### config.mk
export PLATFORM = sky130hd
export DESIGN_NAME = utf8_word_wrap_line_breaker
export DESIGN_NICKNAME = d
export VERILOG_FILES = /design/src/rtl/uwwlb_pkg.sv /design/src/rtl/utf8_word_wrap_line_breaker.sv /design/src/rtl/uwwlb_judge.sv /design/src/rtl/uwwlb_outq.sv
export SDC_FILE = /design/constraint.sdc
export NUM_CORES = 1
export LEC_CHECK = 0
export BUFFER_PORTS_ARGS = -buffer_cell sky130_fd_sc_hd__buf_4
export CAP_MARGIN = 20
export CELL_PAD_IN_SITES_DETAIL_PLACEMENT = 1
export CELL_PAD_IN_SITES_GLOBAL_PLACEMENT = 1
export CORE_MARGIN = 2
export CORE_UTILIZATION = 50
export DETAILED_ROUTE_END_ITERATION = 10
export GPL_ROUTABILITY_DRIVEN = 0
export PLACE_DENSITY = 0.84
export SYNTH_ARGS = -nofsm -noshare
export SYNTH_HDL_FRONTEND = slang
export SYNTH_SLANG_ARGS = --single-unit
export TNS_END_PERCENT = 30
### constraint.sdc
create_clock -name clk -period 10.4 [get_ports clk]
set_input_delay 1.04 -clock clk [delete_from_list [all_inputs] [get_ports clk]]
set_output_delay 1.04 -clock clk [all_outputs]
set_load 0.05 [all_outputs]
### src/rtl/uwwlb_pkg.sv
// ----------------------------------------------------------------------------
// uwwlb_pkg
// Shared types, codes and helpers of the UTF-8 word-wrap line breaker.
// ----------------------------------------------------------------------------
`default_nettype none

package uwwlb_pkg;

    // input operation codes
    localparam logic OP_BYTE = 1'b0;
    localparam logic OP_END  = 1'b1;

    // configuration register indexes
    localparam logic REG_LINE_LIMIT = 1'b0;
    localparam logic REG_LINE_WIDTH = 1'b1;

    // configuration reset values
    localparam logic [7:0] LINE_LIMIT_RST = 8'd8;
    localparam logic [7:0] LINE_WIDTH_RST = 8'd32;

    // character codes
    localparam logic [7:0] CH_NL    = 8'h0A;
    localparam logic [7:0] CH_TAB   = 8'h09;
    localparam logic [7:0] CH_SPACE = 8'h20;

    // lookahead depth and the most results one item may produce
    localparam logic [1:0] LA_FULL     = 2'd3;
    localparam logic [3:0] MAX_RESULTS = 4'd6;

    // result queue geometry
    localparam int OUTQ_DEPTH    = 4;
    localparam int OUTQ_PTR_BITS = 2;

    typedef struct packed {
        logic        has_line;
        logic [15:0] start;
        logic [7:0]  length;
        logic [7:0]  count;
        logic        last;
    } result_t;

    // narrow line-tracking state that travels with the judge step
    typedef struct packed {
        logic [7:0] line_bytes;
        logic       blank_valid;
        logic [7:0] lines;
        logic       prior_nl;
        logic [1:0] skip;
    } judge_ctl_t;

    typedef struct packed {
        logic [2:0] level;
        logic       room;
        logic       nonempty;
    } outq_stat_t;

    function automatic logic is_cont(input logic [7:0] b);
        return (b & 8'hC0) == 8'h80;
    endfunction

    // length in bytes of the unit that starts with b0
    function automatic logic [2:0] unit_len(input logic [7:0] b0, input logic [7:0] b1,
                                            input logic [7:0] b2, input logic [7:0] b3);
        logic [2:0] len;
        len = 3'd1;
        if ((b0 & 8'h80) == 8'h00)
            len = 3'd1;
        else if ((b0 & 8'hE0) == 8'hC0 && is_cont(b1))
            len = 3'd2;
        else if ((b0 & 8'hF0) == 8'hE0 && is_cont(b1) && is_cont(b2))
            len = 3'd3;
        else if ((b0 & 8'hF8) == 8'hF0 && is_cont(b1) && is_cont(b2) && is_cont(b3))
            len = 3'd4;
        return len;
    endfunction

endpackage

`default_nettype wire

### src/rtl/utf8_word_wrap_line_breaker.sv
// ----------------------------------------------------------------------------
// utf8_word_wrap_line_breaker
// Greedy word wrap over a UTF-8 byte stream, giving line descriptors.
// ----------------------------------------------------------------------------
// Text bytes enter on the item channel one per cycle; each transaction
// yields one or more results on the res channel, the final one with last
// set, and a transaction that closes no line yields one result with
// has_line low. A byte is taken every cycle while results drain as fast as
// they come; item_ready drops whenever the four-entry result queue holds
// more than two results. A byte whose wrap step closes two lines puts two
// results into the queue. The end marker judges each byte still in the
// three-byte lookahead, the first at its own acceptance, then emits the
// closing line; item_ready stays low until that final step, and each flush
// step waits for queue room. The wrap step unit judges one byte per cycle
// when the queue has room; the queue drains one result per cycle on res_ready.
// ----------------------------------------------------------------------------
`default_nettype none

module utf8_word_wrap_line_breaker
    import uwwlb_pkg::*;
#(
    parameter int POSITION_BITS = 16
)
(
    input  wire logic        clk,
    input  wire logic        rst_n,
    input  wire logic        item_valid,
    output logic             item_ready,
    input  wire logic        op,
    input  wire logic [7:0]  text_byte,
    output logic             res_valid,
    input  wire logic        res_ready,
    output logic             has_line,
    output logic      [15:0] seg_start,
    output logic      [7:0]  seg_length,
    output logic      [7:0]  seg_count,
    output logic             last,
    input  wire logic        cfg_valid,
    output logic             cfg_ready,
    input  wire logic        cfg_index,
    input  wire logic [7:0]  cfg_data
);

    // configuration
    logic [7:0] line_limit_reg;
    logic [7:0] line_width_reg;

    // text state
    logic [7:0]               la_reg [3];
    logic [7:0]               la_next [3];
    logic [1:0]               la_cnt_reg;
    logic [1:0]               la_cnt_next;
    logic [POSITION_BITS-1:0] byte_pos_reg;
    logic [POSITION_BITS-1:0] byte_pos_next;
    logic [POSITION_BITS-1:0] open_start_reg;
    logic [POSITION_BITS-1:0] open_start_next;
    logic [POSITION_BITS-1:0] blank_pos_reg;
    logic [POSITION_BITS-1:0] blank_pos_next;
    judge_ctl_t               ctl_reg;
    judge_ctl_t               ctl_next;

    // transaction sequencing
    logic       flush_reg;
    logic       flush_next;
    result_t    pend_reg;
    result_t    pend_next;
    logic       pend_valid_reg;
    logic       pend_valid_next;
    logic [3:0] item_lines_reg;
    logic [3:0] item_lines_next;

    // judge unit
    logic [7:0]               judge_n3;
    logic [POSITION_BITS-1:0] j_byte_pos;
    logic [POSITION_BITS-1:0] j_open_start;
    logic [POSITION_BITS-1:0] j_blank_pos;
    judge_ctl_t               j_ctl;
    result_t                  j_line_a;
    result_t                  j_line_b;

    // step control
    logic       item_fire;
    logic       text_step;
    logic       flush_step;
    logic       do_fill;
    logic       do_judge;
    logic       do_final;
    logic       item_end;
    logic       step_go;
    result_t    fin_line;
    result_t    line_a;
    result_t    line_b;
    result_t    filler;
    logic       a_keep;
    logic       b_keep;
    result_t    cand [3];
    logic [2:0] cand_v;
    result_t    list [3];
    logic [1:0] k;

    // result queue
    logic [1:0] push_cnt;
    result_t    push_data [2];
    logic       pop;
    result_t    q_head;
    outq_stat_t q_stat;

    assign cfg_ready = 1'b1;

    always_ff @(posedge clk or negedge rst_n)
    begin
        if (!rst_n)
        begin
            line_limit_reg <= LINE_LIMIT_RST;
            line_width_reg <= LINE_WIDTH_RST;
        end
        else if (cfg_valid)
        begin
            unique case (cfg_index)
                REG_LINE_LIMIT: line_limit_reg <= cfg_data;
                REG_LINE_WIDTH: line_width_reg <= cfg_data;
            endcase
        end
    end

    assign item_ready = !flush_reg && q_stat.room;
    assign item_fire  = item_valid && item_ready;
    assign text_step  = item_fire && (op == OP_BYTE);
    assign flush_step = flush_reg ? q_stat.room : (item_fire && (op == OP_END));
    assign do_fill    = text_step && (la_cnt_reg != LA_FULL);
    assign do_judge   = (text_step && (la_cnt_reg == LA_FULL))
                        || (flush_step && (la_cnt_reg != 2'd0));
    assign do_final   = flush_step && (la_cnt_reg == 2'd0);
    assign item_end   = text_step || do_final;
    assign step_go    = text_step || flush_step;
    // past the end of the text the lookahead reads zero
    assign judge_n3   = text_step ? text_byte : 8'h00;

    uwwlb_judge #(
        .POSITION_BITS(POSITION_BITS)
    ) u_judge (
        .cur_byte        (la_reg[0]),
        .next1           (la_reg[1]),
        .next2           (la_reg[2]),
        .next3           (judge_n3),
        .line_limit      (line_limit_reg),
        .line_width      (line_width_reg),
        .byte_pos        (byte_pos_reg),
        .open_start      (open_start_reg),
        .blank_pos       (blank_pos_reg),
        .ctl             (ctl_reg),
        .byte_pos_next   (j_byte_pos),
        .open_start_next (j_open_start),
        .blank_pos_next  (j_blank_pos),
        .ctl_next        (j_ctl),
        .line_a          (j_line_a),
        .line_b          (j_line_b)
    );

    // closing line at the end marker
    always_comb
    begin
        fin_line          = '0;
        fin_line.has_line = (ctl_reg.lines < line_limit_reg)
                            && (ctl_reg.line_bytes != 8'd0 || ctl_reg.lines == 8'd0
                                || ctl_reg.prior_nl);
        fin_line.start    = 16'(open_start_reg);
        fin_line.length   = ctl_reg.line_bytes;
        fin_line.count    = ctl_reg.lines + 8'd1;
    end

    // text state update
    always_comb
    begin
        la_next         = la_reg;
        la_cnt_next     = la_cnt_reg;
        byte_pos_next   = byte_pos_reg;
        open_start_next = open_start_reg;
        blank_pos_next  = blank_pos_reg;
        ctl_next        = ctl_reg;

        if (do_fill)
        begin
            for (int i = 0; i < 3; i++)
            begin
                if (la_cnt_reg == 2'(i))
                    la_next[i] = text_byte;
            end
            la_cnt_next = la_cnt_reg + 2'd1;
        end

        if (do_judge)
        begin
            la_next[0]      = la_reg[1];
            la_next[1]      = la_reg[2];
            la_next[2]      = judge_n3;
            byte_pos_next   = j_byte_pos;
            open_start_next = j_open_start;
            blank_pos_next  = j_blank_pos;
            ctl_next        = j_ctl;
            if (!text_step)
                la_cnt_next = la_cnt_reg - 2'd1;
        end

        if (do_final)
        begin
            la_next         = '{default: 8'h00};
            la_cnt_next     = 2'd0;
            byte_pos_next   = '0;
            open_start_next = '0;
            blank_pos_next  = '0;
            ctl_next        = '0;
        end
    end

    // gather the lines of this step and queue them in order
    always_comb
    begin
        line_a = do_judge ? j_line_a : (do_final ? fin_line : result_t'('0));
        line_b = do_judge ? j_line_b : result_t'('0);

        filler          = '0;
        filler.count    = ctl_next.lines;
        filler.last     = 1'b1;

        // drop lines beyond the per-transaction result limit
        a_keep = line_a.has_line && (item_lines_reg + 4'd1 <= MAX_RESULTS);
        b_keep = line_b.has_line && (item_lines_reg + 4'd2 <= MAX_RESULTS);

        cand[0] = pend_reg;
        cand[1] = line_a;
        cand[2] = line_b;
        cand_v  = {b_keep, a_keep, pend_valid_reg};

        list = '{default: result_t'('0)};
        k    = 2'd0;
        for (int i = 0; i < 3; i++)
        begin
            if (cand_v[i])
            begin
                list[k] = cand[i];
                k       = k + 2'd1;
            end
        end

        push_cnt        = 2'd0;
        push_data[0]    = list[0];
        push_data[1]    = list[1];
        pend_next       = pend_reg;
        pend_valid_next = pend_valid_reg;
        item_lines_next = item_lines_reg;

        if (step_go)
        begin
            if (item_end)
            begin
                pend_valid_next = 1'b0;
                item_lines_next = 4'd0;
                if (k == 2'd0)
                begin
                    push_data[0] = filler;
                    push_cnt     = 2'd1;
                end
                else
                begin
                    push_cnt = k;
                    if (k == 2'd1)
                        push_data[0].last = 1'b1;
                    else
                        push_data[1].last = 1'b1;
                end
            end
            else
            begin
                item_lines_next = item_lines_reg + {3'd0, line_a.has_line}
                                  + {3'd0, line_b.has_line};
                // hold back the newest line until we know whether it is the last
                if (k != 2'd0)
                begin
                    pend_next       = list[k - 2'd1];
                    pend_valid_next = 1'b1;
                    push_cnt        = k - 2'd1;
                end
            end
        end
    end

    always_ff @(posedge clk or negedge rst_n)
    begin
        if (!rst_n)
        begin
            la_reg         <= '{default: 8'h00};
            la_cnt_reg     <= 2'd0;
            byte_pos_reg   <= '0;
            open_start_reg <= '0;
            blank_pos_reg  <= '0;
            ctl_reg        <= '0;
            flush_reg      <= 1'b0;
            pend_valid_reg <= 1'b0;
            item_lines_reg <= 4'd0;
        end
        else
        begin
            la_reg         <= la_next;
            la_cnt_reg     <= la_cnt_next;
            byte_pos_reg   <= byte_pos_next;
            open_start_reg <= open_start_next;
            blank_pos_reg  <= blank_pos_next;
            ctl_reg        <= ctl_next;
            flush_reg      <= flush_next;
            pend_valid_reg <= pend_valid_next;
            item_lines_reg <= item_lines_next;
        end
    end

    assign flush_next = flush_step ? !do_final : flush_reg;

    always_ff @(posedge clk)
    begin
        pend_reg <= pend_next;
    end

    assign pop = res_valid && res_ready;

    uwwlb_outq u_outq (
        .clk       (clk),
        .rst_n     (rst_n),
        .push_cnt  (push_cnt),
        .push_data (push_data),
        .pop       (pop),
        .head      (q_head),
        .stat      (q_stat)
    );

    assign res_valid  = q_stat.nonempty;
    assign has_line   = q_head.has_line;
    assign seg_start  = q_head.start;
    assign seg_length = q_head.length;
    assign seg_count  = q_head.count;
    assign last       = q_head.last;

    a_queue_bound: assert property (@(posedge clk) disable iff (!rst_n)
        q_stat.level <= 3'(OUTQ_DEPTH))
        else $error("result queue overflow");

    a_filler_last: assert property (@(posedge clk) disable iff (!rst_n)
        res_valid && !has_line |-> last)
        else $error("result without a line is not the last one");

    a_end_clears: assert property (@(posedge clk) disable iff (!rst_n)
        do_final |=> la_cnt_reg == 2'd0 && byte_pos_reg == '0 && ctl_reg == '0
                     && !flush_reg)
        else $error("text state not cleared after end marker");

    a_pend_in_flush: assert property (@(posedge clk) disable iff (!rst_n)
        pend_valid_reg |-> flush_reg)
        else $error("held-back line outside an end marker sequence");

endmodule

`default_nettype wire

### src/rtl/uwwlb_judge.sv
// ----------------------------------------------------------------------------
// uwwlb_judge
// One wrap step for one text byte: unit length, newline, blank and
// overflow breaks. Gives the next line state and up to two line records.
// ----------------------------------------------------------------------------
`default_nettype none

module uwwlb_judge
    import uwwlb_pkg::*;
#(
    parameter int POSITION_BITS = 16
)
(
    input  wire logic [7:0]               cur_byte,
    input  wire logic [7:0]               next1,
    input  wire logic [7:0]               next2,
    input  wire logic [7:0]               next3,
    input  wire logic [7:0]               line_limit,
    input  wire logic [7:0]               line_width,
    input  wire logic [POSITION_BITS-1:0] byte_pos,
    input  wire logic [POSITION_BITS-1:0] open_start,
    input  wire logic [POSITION_BITS-1:0] blank_pos,
    input  wire judge_ctl_t               ctl,
    output logic      [POSITION_BITS-1:0] byte_pos_next,
    output logic      [POSITION_BITS-1:0] open_start_next,
    output logic      [POSITION_BITS-1:0] blank_pos_next,
    output judge_ctl_t                    ctl_next,
    output result_t                       line_a,
    output result_t                       line_b
);

    localparam logic [POSITION_BITS-1:0] POS_ONE = POSITION_BITS'(1);

    logic [POSITION_BITS-1:0] pos_inc;
    logic [POSITION_BITS-1:0] st;
    logic [POSITION_BITS-1:0] bp;
    logic [7:0]               by;
    logic [7:0]               ln;
    logic [7:0]               head;
    logic                     bv;
    logic                     stop;
    logic [1:0]               sk;
    logic [2:0]               seq;
    logic                     blank;

    assign pos_inc = byte_pos + POS_ONE;

    always_comb
    begin
        st     = open_start;
        bp     = blank_pos;
        by     = ctl.line_bytes;
        ln     = ctl.lines;
        bv     = ctl.blank_valid;
        sk     = ctl.skip;
        stop   = 1'b0;
        head   = 8'd0;
        seq    = unit_len(cur_byte, next1, next2, next3);
        blank  = (cur_byte == CH_SPACE) || (cur_byte == CH_TAB);
        line_a = '0;
        line_b = '0;

        if (ctl.skip != 2'd0)
        begin
            sk = ctl.skip - 2'd1;
        end
        else if (ln >= line_limit)
        begin
            stop = 1'b1;
        end
        else if (cur_byte == CH_NL)
        begin
            line_a.has_line = 1'b1;
            line_a.start    = 16'(st);
            line_a.length   = by;
            line_a.count    = ln + 8'd1;
            ln = ln + 8'd1;
            st = pos_inc;
            by = 8'd0;
            bv = 1'b0;
        end
        else
        begin
            // first overflow: break at the last blank, or force
            if (by != 8'd0 && ({1'b0, by} + {6'd0, seq}) > {1'b0, line_width})
            begin
                line_a.has_line = 1'b1;
                line_a.start    = 16'(st);
                line_a.count    = ln + 8'd1;
                if (bv)
                begin
                    head          = 8'(bp - st);
                    line_a.length = head;
                    by            = by - head - 8'd1;
                    st            = bp + POS_ONE;
                end
                else
                begin
                    line_a.length = by;
                    st            = byte_pos;
                    by            = 8'd0;
                end
                bv = 1'b0;
                ln = ln + 8'd1;
                if (ln >= line_limit)
                    stop = 1'b1;
                // the tail after the blank may still not fit: force
                if (!stop && by != 8'd0 && ({1'b0, by} + {6'd0, seq}) > {1'b0, line_width})
                begin
                    line_b.has_line = 1'b1;
                    line_b.start    = 16'(st);
                    line_b.length   = by;
                    line_b.count    = ln + 8'd1;
                    st = byte_pos;
                    by = 8'd0;
                    ln = ln + 8'd1;
                    if (ln >= line_limit)
                        stop = 1'b1;
                end
            end

            if (!stop)
            begin
                if (blank && by == 8'd0)
                begin
                    // drop leading blank
                    st = pos_inc;
                end
                else
                begin
                    if (blank)
                    begin
                        bp = byte_pos;
                        bv = 1'b1;
                    end
                    by = by + {5'd0, seq};
                    sk = 2'(seq - 3'd1);
                end
            end
        end

        byte_pos_next        = pos_inc;
        open_start_next      = st;
        blank_pos_next       = bp;
        ctl_next.line_bytes  = by;
        ctl_next.blank_valid = bv;
        ctl_next.lines       = ln;
        ctl_next.prior_nl    = (cur_byte == CH_NL);
        ctl_next.skip        = sk;
    end

endmodule

`default_nettype wire

### src/rtl/uwwlb_outq.sv
// ----------------------------------------------------------------------------
// uwwlb_outq
// Small result queue: takes up to two results per cycle, gives one.
// ----------------------------------------------------------------------------
`default_nettype none

module uwwlb_outq
    import uwwlb_pkg::*;
(
    input  wire logic       clk,
    input  wire logic       rst_n,
    input  wire logic [1:0] push_cnt,
    input  wire result_t    push_data [2],
    input  wire logic       pop,
    output result_t         head,
    output outq_stat_t      stat
);

    result_t                  entry_reg [OUTQ_DEPTH];
    logic [OUTQ_PTR_BITS-1:0] wr_ptr_reg;
    logic [OUTQ_PTR_BITS-1:0] wr_ptr_next;
    logic [OUTQ_PTR_BITS-1:0] wr_ptr_plus1;
    logic [OUTQ_PTR_BITS-1:0] rd_ptr_reg;
    logic [OUTQ_PTR_BITS-1:0] rd_ptr_next;
    logic [2:0]               level_reg;
    logic [2:0]               level_next;

    assign wr_ptr_plus1 = wr_ptr_reg + OUTQ_PTR_BITS'(1);
    assign wr_ptr_next  = wr_ptr_reg + OUTQ_PTR_BITS'(push_cnt);
    assign rd_ptr_next  = rd_ptr_reg + OUTQ_PTR_BITS'(pop);
    assign level_next   = level_reg + {1'b0, push_cnt} - {2'b00, pop};

    always_ff @(posedge clk or negedge rst_n)
    begin
        if (!rst_n)
        begin
            wr_ptr_reg <= '0;
            rd_ptr_reg <= '0;
            level_reg  <= '0;
        end
        else
        begin
            wr_ptr_reg <= wr_ptr_next;
            rd_ptr_reg <= rd_ptr_next;
            level_reg  <= level_next;
        end
    end

    always_ff @(posedge clk)
    begin
        if (push_cnt != 2'd0)
            entry_reg[wr_ptr_reg] <= push_data[0];
        if (push_cnt == 2'd2)
            entry_reg[wr_ptr_plus1] <= push_data[1];
    end

    assign head          = entry_reg[rd_ptr_reg];
    assign stat.level    = level_reg;
    assign stat.room     = level_reg <= 3'(OUTQ_DEPTH - 2);
    assign stat.nonempty = level_reg != 3'd0;

endmodule

`default_nettype wire

* Yosys cells after proc, flatten, opt, wreduce, memory -nomap -nowiden
Memory sizes are Yosys's and may differ from the RTL's. Cells that the tools add are included. Widths: inputs -> output; s select.
Storage, ports and cells: word-level logic and storage cells 287, flip-flop bits (word level) 157, memories kept 1, bits in writable memories 136
Cells by class: muxes and demuxes 129, eq/ne operators 24, reductions and logical operators 62, order comparisons 14, $add $sub $neg 26, bitwise gates (word level) 6
Memories:
- u_outq.entry_reg | words 4, width 34, rd ports 1, clocked after memory_dff 0, wr ports 2, line uwwlb_outq.sv:19 | result_t entry_reg [OUTQ_DEPTH];
Operator list (number):
- $mux 34 | 10
- $mux 33 | 10
- $mux 16 | 20
- $bwmux 102 | 2
- $mux 102 | 2
- $mux 8 | 25
- $demux 34 s2 | 2
- $mux 24 | 3
- $bmux 34 s2 | 1
- $mux 20 | 2
- $add 16x1->16 const B | 2
- $mux 1 | 32
- $mux 2 | 15
- $ge 8x8->1 | 3
- $logic_and 1x1->1 | 24
- $logic_not 8->1 | 3
- $add 8x3->9 | 2
- $gt 9x8->1 | 2
- $add 8x1->8 const B | 2
- $eq 8x4->1 const B | 2
- $reduce_bool 8->1 | 2
- $sub 8x8->8 | 2
- $reduce_bool 3->1 | 5
- $reduce_bool 2->1 | 7
- 37 further kinds | 81

* Logic depth before layout (Yosys ltp)
Gate-level depths: netlist of the first run.
word-level depth 38, depth in mapped cells 40

* By module
From an unflattened synthesis of the first run, not the netlist that was laid out.
Unflattened totals: cells, all modules 2406, area total of the unflattened synthesis 22260.1 um^2
Modules (own cells, without submodules):
- utf8_word_wrap_line_breaker | area an instance 10264.8 um^2, cells an instance 1278, instances 1
- uwwlb_outq | area an instance 6988.0 um^2, cells an instance 368, instances 1
- uwwlb_judge | area an instance 5007.3 um^2, cells an instance 760, instances 1

* Worst setup path before layout of the first run
OpenSTA, ideal clock, no wires.
kind register -> register, start register u_outq.level_reg[1], end memory u_outq.entry_reg[0][0] (netlist bit), enable pin, cell stages (with the launch flop) 33, path buffers 6, period minus slack after synthesis 9.981 ns, data required time 9.923 ns, arrival 9.504 ns, setup time 0.477 ns, setup slack 0.419 ns, path through dfrtp_1 a211oi_2 and3b_1 buf_4 nand2b_1 buf_2 o21ai_0 inv_1 ha_1 fa_1 maj3_1 nand2_1 xnor2_1 ha_1 a21oi_1 a21boi_0 o311ai_0 a21oi_1 o31ai_1 a21oi_1 inv_1 buf_1 ha_1 xnor2_2 inv_2 buf_2 buf_4 ha_1 nand3_1 o31ai_4 buf_6 nor2_1 o31ai_1
RTL lines:
- start, declared | line uwwlb_outq.sv:25 | logic [2:0] level_reg;
- start signal, assigned | line uwwlb_outq.sv:45 | level_reg <= level_next;
- end, declared | line uwwlb_outq.sv:19

==> flow_summary_export.csv, run 1 <==
group,metric,value,unit
run_status,status,"finished, final reports clean",
grt,antenna_found_initial,0,
yosys,synth_top_family_by_area,"compound AO/OA/AOI/OAI gates",
place,placed_area,20700,µm²
place,dp_hpwl,45.91,mm
layout,mostFrequentLayoutCells,"nand2_1 (207), edfxtp_1 (170), o21ai_0 (142), dfrtp_1 (120), mux2i_1 (114)",
yosys,yosysWarnings,0,
worst_setup_path,worst-setup-path-type,"register to register",
power,leakage,8.971,nW
yosys,synth_seq_cells,293,
grt,grt-ovfl-total,0,
worst_setup_path,cp_top_family,"compound AO/OA/AOI/OAI gates",
worst_setup_path,critPathCaptureType,"register",
yosys,postSynthAreaPerCell,10.02,µm²
power,ir_drop,0.1382,mV
sta,fmax,0.1055,GHz
grt,busiest_layer,"met2",
place,io_buffers,58,
yosys,synthSimpleGateAreaFrac,14.70,%
clocking,cts_tree,"done",
sta,worst_slew_pin_slew,1069,ps
sta,fin_skew,23.44,ps
yosys,ys_seq_area_share,41.25,%
worst_setup_path,worst_setup_path_start_kind,"register",
yosys,muxShareOfSynthArea,13.47,%
drt,wirelength,64.79,mm
worst_setup_path,crit_fanout,25,
yosys,synth_fp_nets,2098,
worst_setup_path,critPathArrivalTime,9790,ps
die,ioPinCount,60,
power,p_total,6.016,mW
place,placed_cells,2457,
grt,grt_max_degree,58,
sta,finalMaxSlewViolations,0,
layout,mostFrequentLayoutCell,"nand2_1",
layout,area_growth_syn_to_layout,9.924,%
sta,finalSetupTns,0,ps
yosys,ys_async_sr_fraction,41.98,%
worst_setup_path,slowest_delay,820,ps
yosys,syn_area,19840,µm²
sta,fin_ws,923.2,ps
die,rows,72,
layout,final_nets,2095,
yosys,yosys.area_share.adder,6.463,%
layout,fill_cells,4326,
worst_setup_path,cp.required,10710,ps
layout,drive_gt1_share,13.51,%
grt,grt_usage,31.71,%
die,die_w,203.2,µm
sta,relSlewSlack,28.21,%
min_path,min_path_type,"input pin to async pin",
yosys,synth-main-ff-cell,"edfxtp_1",
grt,grt_pass1_wl,102.1,mm
clocking,cts_resized,0,
clocking,clkLatencyLatePin,560,ps
die,dieHeight,203.2,µm
worst_setup_path,crit_slowest_cell,"a211oi_2",
drt,ant_nets,0,
yosys,synth.distinct_cells,98,
grt,use_met3,4.698,%
worst_setup_path,critPathBufInv,2,
run,cap_violations,0,
worst_setup_path,rr_endpoint,"u_outq.entry_reg[3][32]",
layout,regArea,8187,µm²
clocking,cts.hold.buffers_added,0,
clocking,cts_sinks,293,
die,core-area,38920,µm²
layout,n_antenna_cell,0,
drt,drtPass1Iterations,5,
grt,grt_pass1_vias,17440,
layout,multiInputGateArea,10860,µm²
drt,vias_per_cell,6.624,
sta,final.period_utilization,91.12,%
drt,drtIter0Drc,1460,
drt,wl_per_cell,25.75,µm
yosys,synth_xor_area_share,3.682,%
place,pre_cts_slack,781.8,ps
sta,final.min_clock_period,9477,ps
layout,fin_area,21810,µm²
grt,grtUsageMet1,42.07,%
layout,largest_register_ffs,136,
die,die_area,41300,µm²
worst_setup_path,r2r_cells,30,
drt,drc,0,
clocking,clk_pin_slew,70,ps
clocking,cts-root-buf,"clkbuf_16",
grt,use_met2,53.44,%
clocking,h-tree-depth,2,
worst_setup_path,reg2reg_slack,920,ps
sta,final-hold-violation-count,0,
power,power.density,275.8,nW/µm²
sta,finalSetupViolCount,0,
layout,instances_no_fill,2516,
yosys,synth_cells,1980,
die,start_util,50.99,%
clocking,cts_setup_buffers,0,
clocking,cts_made_buffers,35,
drt,via_count,16670,
yosys,synth_compound_area_share,16.07,%
worst_setup_path,timing.rr.start,"open_start_reg[0]",
clocking,cts_buffer_depth,3,
worst_setup_path,crit_top_cell,"ha_1",
sta,rsz0062_at_grt,"false",
yosys,synth_edf_count,170,
[metrics by stage]
stage | utilization, % | hold slack (ps)
2_1_floorplan | - | 442.1
3_3_place_gp | 53.19 | 461.0
3_5_place_dp | 53.19 | 470.3
4_1_cts | 56.03 | 412.9
5_1_grt | 56.05 | 435.5
6_report | 56.05 | 420.3
[cells by family (layout without fill, tap and decap cells)]
| family | count (synthesis) | count (layout) |
|---|---|---|
| buffers and inverters | 209 | 227 |
| flip-flops | 293 | 293 |
| AND/OR/NAND/NOR | 607 | 607 |
| multiplexers | 213 | 213 |
| adder cells (fa/ha/maj) | 99 | 99 |
| AO/OA/AOI/OAI | 477 | 477 |
| other | 1 | 1 |
| XOR/XNOR | 81 | 81 |
[synth_stat cells (29+ instances only)]
cell type  count  area (µm²)
nand2_1      207       777.0
nand3_1      103       515.5
nor3_1        40       200.2
mux2i_1      114        1141
mux4_2        34       765.7
xor2_1        35       306.5
edfxtp_1     170        5105
dfrtp_1      121        3028
ha_1          88        1101
xnor2_1       44       385.4
nor2_1       101       379.1
a21oi_1       64       320.3
inv_1         62       232.7
mux2_2        42       473.0
o211ai_1      29       217.7
o21ai_0      143       715.7
clkbuf_1      98       367.9
[final cells by class]
cell class	count	share of cell area (%)
well taps	518	2.971
clock buffers	44	4.216
inverters	68	1.170
repair buffers	101	3.476
multi-input cells	1478	49.78
clock inverters	14	0.8604
flip-flops and latches	293	37.53
[metal layers]
metal	wire length, µm	part of all wire, %
met1	26940	42
met2	31110	48
met3	4833	7.5
met4	1912	3.0
met5	0	0
[where the power goes]
| group | total [mW] | internal [mW] | leakage (nW) | switching (mW) |
|---|---|---|---|---|
| Clock | 1.24 | 0.727 | 0.541 | 0.514 |
| Sequential | 1.74 | 1.54 | 3.22 | 0.196 |
| Combinational | 3.04 | 1.02 | 5.21 | 2.02 |
| Total | 6.02 | 3.29 | 8.97 | 2.73 |
[worst max path at each step]
stage / start / endpoint / cells past startpoint
final: open_start_reg[0] / u_outq.entry_reg[3][32] / 30
after global routing: blank_pos_reg[0] / u_outq.entry_reg[3][32] / 31
after CTS: blank_pos_reg[0] / u_outq.entry_reg[3][32] / 31
after detailed placement: text_byte[6] / u_outq.entry_reg[3][32] / 27
after global placement: text_byte[6] / u_outq.entry_reg[3][32] / 27
after floorplan: u_outq.level_reg[1] / u_outq.entry_reg[0][0] / 32
Note: power is estimated with default switching activity, not from simulation.
==> run 2: changes to the inputs <==
- PLACE_DENSITY: 0.84 -> 0.85
==> flow_summary_export.csv, run 2 (same netlist as run 1, synthesis figures left out) <==
group,metric,value,unit
power,leakage,9.022,nW
power,p_int,3.360,mW
grt,grt_pass1_vias,17800,
layout,mostFrequentLayoutCells,"nand2_1 (207), edfxtp_1 (170), o21ai_0 (142), dfrtp_1 (120), mux2i_1 (114)",
layout,fill_cells,4316,
worst_setup_path,reg2reg_slack,980,ps
worst_setup_path,cp.required,10710,ps
layout,regArea,8187,µm²
sta,finalSetupViolCount,0,
grt,antenna_found_initial,0,
worst_setup_path,crit_fanout,25,
sta,final.period_utilization,90.61,%
clocking,cts_made_buffers,35,
die,start_util,50.99,%
run_status,status,"finished, final reports clean",
worst_setup_path,r2r_cells,26,
power,switching_share,45.58,%
grt,grt_pass1_wl,105.8,mm
drt,drc,0,
clocking,clk_pin_slew,70,ps
power,power.density,281.7,nW/µm²
grt,grt-ovfl-total,0,
run,cap_violations,0,
sta,finalMaxSlewViolations,0,
power,ir_drop,0.1395,mV
clocking,clkLatencyLatePin,560,ps
power,clockPowerShare,21.7,%
die,rows,72,
place,dp_hpwl,46.43,mm
clocking,cts_sinks,293,
drt,drtPass1Iterations,5,
sta,finalSetupTns,0,ps
grt,grt_usage,32.88,%
layout,drive_gt1_share,13.99,%
worst_setup_path,worst-setup-path-type,"register to register",
sta,fmax,0.1061,GHz
layout,final_nets,2093,
min_path,min_path_type,"input pin to async pin",
worst_setup_path,critPathCaptureType,"register",
die,ioPinCount,60,
worst_setup_path,worst_setup_path_start_kind,"register",
layout,multiInputGateArea,10860,µm²
drt,via_count,17160,
clocking,cts_tree,"done",
layout,mostFrequentLayoutCell,"nand2_1",
sta,fin_skew,24.74,ps
sta,relSlewSlack,27.05,%
worst_setup_path,rr_endpoint,"u_outq.entry_reg[3][32]",
drt,ant_nets,0,
die,core-area,38920,µm²
die,die_area,41300,µm²
layout,area_growth_syn_to_layout,10.45,%
drt,wirelength,67.82,mm
sta,worst_slew_pin_slew,1094,ps
sta,final-hold-violation-count,0,
power,power_switching,2.814,mW
place,io_buffers,58,
clocking,h-tree-depth,2,
power,sequentialPowerShare,28.5,%
die,dieHeight,203.2,µm
clocking,cts_setup_buffers,0,
sta,final.min_clock_period,9423,ps
power,p_total,6.174,mW
die,die_w,203.2,µm
worst_setup_path,timing.rr.start,"u_outq.level_reg[1]",
clocking,cts_buffer_depth,3,
worst_setup_path,critPathArrivalTime,9730,ps
drt,wl_per_cell,26.90,µm
sta,rsz0062_at_grt,"false",
clocking,cts.hold.buffers_added,0,
layout,largest_register_ffs,136,
drt,drtIter0Drc,1723,
drt,vias_per_cell,6.805,
grt,grt_max_degree,58,
sta,holdWs,397.8,ps
clocking,cts_resized,0,
clocking,cts-root-buf,"clkbuf_16",
power,pwr-share-comb,49.8,%
[run 2: cell types whose count changed in the layout (fill, tap and decap cells not counted), sizes merged]
cell,change
clkbuf,-2
buf,-2
clkinv,+5
diode,+1
inv,-1
bufinv,+2
clkinvlp,+2
[run 2: per-stage QoR]
step / util (%) / setup slack [ps] / cell area (µm²) / instances
finish: 56.32 / 976.9 / 21920 / 2521
global route: 56.31 / 448.9 / 21920 / 2520
CTS: 56.29 / 1142 / 21910 / 2519
detailed placement: 53.15 / 747.4 / 20680 / 2455
global placement: 53.15 / 1132 / 20680 / 2455
floorplan: - / 419.4 / 19840 / 1980
[run 2: area by class of cell]
type	instances	area share, %
multi-input cells	1478	49.54
flip-flops and latches	293	37.35
clock buffers	42	4.304
repair buffers	99	3.391
well taps	518	2.957
clock inverters	22	1.284
inverters	68	1.165
diodes	1	0.01142
[run 2: worst max path at each step]
| stage | from | end | cells after the start |
|---|---|---|---|
| floorplan | u_outq.level_reg[1] | u_outq.entry_reg[0][0] | 32 |
| global placement | text_byte[6] | u_outq.entry_reg[3][32] | 27 |
| detailed placement | text_byte[6] | u_outq.entry_reg[3][32] | 27 |
| global route | u_outq.level_reg[1] | u_outq.entry_reg[3][32] | 26 |
| CTS | u_outq.level_reg[1] | u_outq.entry_reg[3][32] | 26 |
| finish | u_outq.level_reg[1] | u_outq.entry_reg[3][32] | 26 |
[run 2: critical path, cell delays in order (launching register included)]
cell and delay [ps]:
dfrtp_1 430, a211oi_2 300, and3b_1 400, nand2b_1 260, o21ai_0 180, inv_1 120
ha_1 230, fa_1 480, maj3_1 370, nand2_1 90, xnor2_1 140, ha_1 290
a21oi_1 140, a21boi_0 100, o311ai_0 440, a21oi_1 230, o31ai_1 590, a21oi_1 170
buf_4 260, inv_1 460, ha_1 420, xnor2_2 520, ha_1 250, o21ai_1 230
nor2_1 730, nand2_2 750, mux2_1 540
[run 2: routing by layer]
metal / global-route usage [%] / wire, µm / vias up
li1: - / - / 7412
met1: 43.79 / 27750 / 8681
met2: 54.71 / 32620 / 892
met3: 5.609 / 5366 / 171
met4: 10.64 / 2083 / 0
met5: 0 / 0 / -
[run 2: power by group through the flow]
| stage | Combinational [mW] | Sequential [mW] | Clock, mW |
|---|---|---|---|
| after floorplan | 2.15 | 1.67 | 0 |
| after global placement | 2.85 | 1.74 | 0 |
| after detailed placement | 2.99 | 1.77 | 0 |
| after CTS | 3.03 | 1.75 | 1.35 |
| after global routing | 3.27 | 1.79 | 1.38 |
| final | 3.08 | 1.76 | 1.34 |
==> run 3: changes to the inputs <==
- BUFFER_PORTS_ARGS: -buffer_cell sky130_fd_sc_hd__buf_4 -> not set
- CORE_ASPECT_RATIO: not set -> 1.75
- DONT_BUFFER_PORTS: not set -> 1
- PLACE_DENSITY: 0.85 -> 0.84
==> flow_summary_export.csv, run 3 (same netlist as run 1, synthesis figures left out) <==
group,metric,value,unit
min_path,min_path_type,"input pin to async pin",
drt,via_count,16690,
drt,vias_per_cell,6.878,
layout,n_antenna_cell,0,
sta,relSlewSlack,28.93,%
place,dp_hpwl,47.98,mm
power,p_total,5.819,mW
worst_setup_path,slowest_delay,640,ps
place,placed_cells,2372,
worst_setup_path,worst-setup-path-type,"register to register",
die,rows,96,
worst_setup_path,critPathLaunch,"u_outq.level_reg[1]",
worst_setup_path,timing.rr.start,"u_outq.level_reg[1]",
layout,largest_register_ffs,136,
drt,ant_nets,0,
clocking,cts-root-buf,"clkbuf_16",
run_status,status,"finished, final reports clean",
clocking,cts.hold.buffers_added,0,
clocking,cts_sinks,293,
layout,final_nets,2033,
clocking,cts_buffer_depth,3,
drt,drtPass1Iterations,7,
run,cap_violations,0,
drt,wl_per_cell,27.14,µm
layout,postLayoutCoreUtil,54.28,%
place,io_buffers,0,
drt,route.top_layer_used,"met4",
worst_setup_path,cp.required,10650,ps
grt,grt_pass1_vias,17840,
clocking,clkLatencyLatePin,590,ps
sta,final.min_clock_period,9082,ps
power,power.density,273.8,nW/µm²
layout,area_growth_syn_to_layout,7.112,%
die,ioPinCount,60,
clocking,cts_setup_buffers,0,
layout,mostFrequentLayoutCell,"nand2_1",
sta,finalMaxSlewViolations,0,
sta,finalSetupViolCount,0,
clocking,cts_resized,0,
place,placed_area,20240,µm²
drt,drtIter0Drc,1244,
sta,worst_slew_pin_slew,1063,ps
grt,grt_max_degree,124,
drt,drc,0,
clocking,cts_made_buffers,29,
place,pre_cts_slack,1254,ps
grt,grt_usage,31.69,%
sta,final.period_utilization,87.33,%
drt,wl_met1,23.90,mm
clocking,cts_tree,"done",
clocking,h-tree-depth,1,
power,ir_drop,0.1573,mV
drt,route.met3.wl,3.368,mm
grt,grt_pass1_wl,102.3,mm
die,dieHeight,267.5,µm
layout,fin_area,21260,µm²
grt,antenna_found_initial,0,
sta,final-hold-violation-count,0,
sta,holdWs,145.1,ps
sta,fin_skew,18.53,ps
die,die_area,41360,µm²
worst_setup_path,crit_slowest_cell,"nor2_1",
layout,drive_gt1_share,11.15,%
worst_setup_path,critPathCaptureType,"register",
sta,rsz0062_at_grt,"false",
layout,mostFrequentLayoutCells,"nand2_1 (207), edfxtp_1 (170), o21ai_0 (142), dfrtp_1 (120), mux2i_1 (114)",
drt,route.met2.wl,34.78,mm
worst_setup_path,critPathArrivalTime,9340,ps
layout,fill_cells,4253,
sta,fmax,0.1101,GHz
layout,instances_no_fill,2427,
power,leakage,8.638,nW
drt,wirelength,65.86,mm
clocking,clk_pin_slew,70,ps
sta,finalSetupTns,0,ps
worst_setup_path,crit_fanout,26,
die,start_util,50.68,%
die,die_w,154.6,µm
sta,fin_ws,1318,ps
grt,grt-ovfl-total,0,
die,core-area,39160,µm²
worst_setup_path,worst_setup_path_start_kind,"register",
[run 3: power breakdown]
part | leakage (nW) | internal, mW | switching [mW]
combinational | 4.95 | 0.908 | 2.00
sequential | 3.22 | 1.54 | 0.227
clock | 0.474 | 0.638 | 0.509
[run 3: critical path, delay by kind of cell (launching register included)]
| family | cells | cell delay [ps] |
|---|---|---|
| and+or+nand+nor | 5 | 1460 |
| AOI/OAI and AO/OA | 10 | 2690 |
| xor gates and xnor gates | 2 | 670 |
| DFF | 1 | 420 |
| adders and majority gates | 6 | 1960 |
| buffers and inverters | 6 | 1500 |
[run 3: path summary, 6_finish.rpt]
check	endpoint	slack [ps]	depth (start not counted)
setup / recovery	u_outq.entry_reg[0][29]	1320	29
max in group asynchronous	line_limit_reg[3]	9910	0
min in group clk	u_outq.rd_ptr_reg[1]	470	1
setup reg to reg	u_outq.entry_reg[0][29]	1320	29
hold reg to reg	u_outq.rd_ptr_reg[1]	470	1
hold / removal	byte_pos_reg[5]	150	0
[run 3: metal layers]
| metal | up-vias | track usage, % |
|---|---|---|
| met5 | - | 0 |
| met4 | 0 | 17.32 |
| met3 | 275 | 3.430 |
| met2 | 702 | 58.83 |
| met1 | 8437 | 35.18 |
| li1 | 7279 | - |
[run 3: layout make-up]
cell class              count  area [µm²]  share of cell area [%]
multi-input cells        1478       10860                   51.08
clock inverters            24       274.0                   1.289
well taps                 490       613.1                   2.884
repair buffers             45       342.8                   1.613
inverters                  68       255.2                   1.201
clock buffers              29       725.7                   3.414
flip-flops and latches    293        8187                   38.52
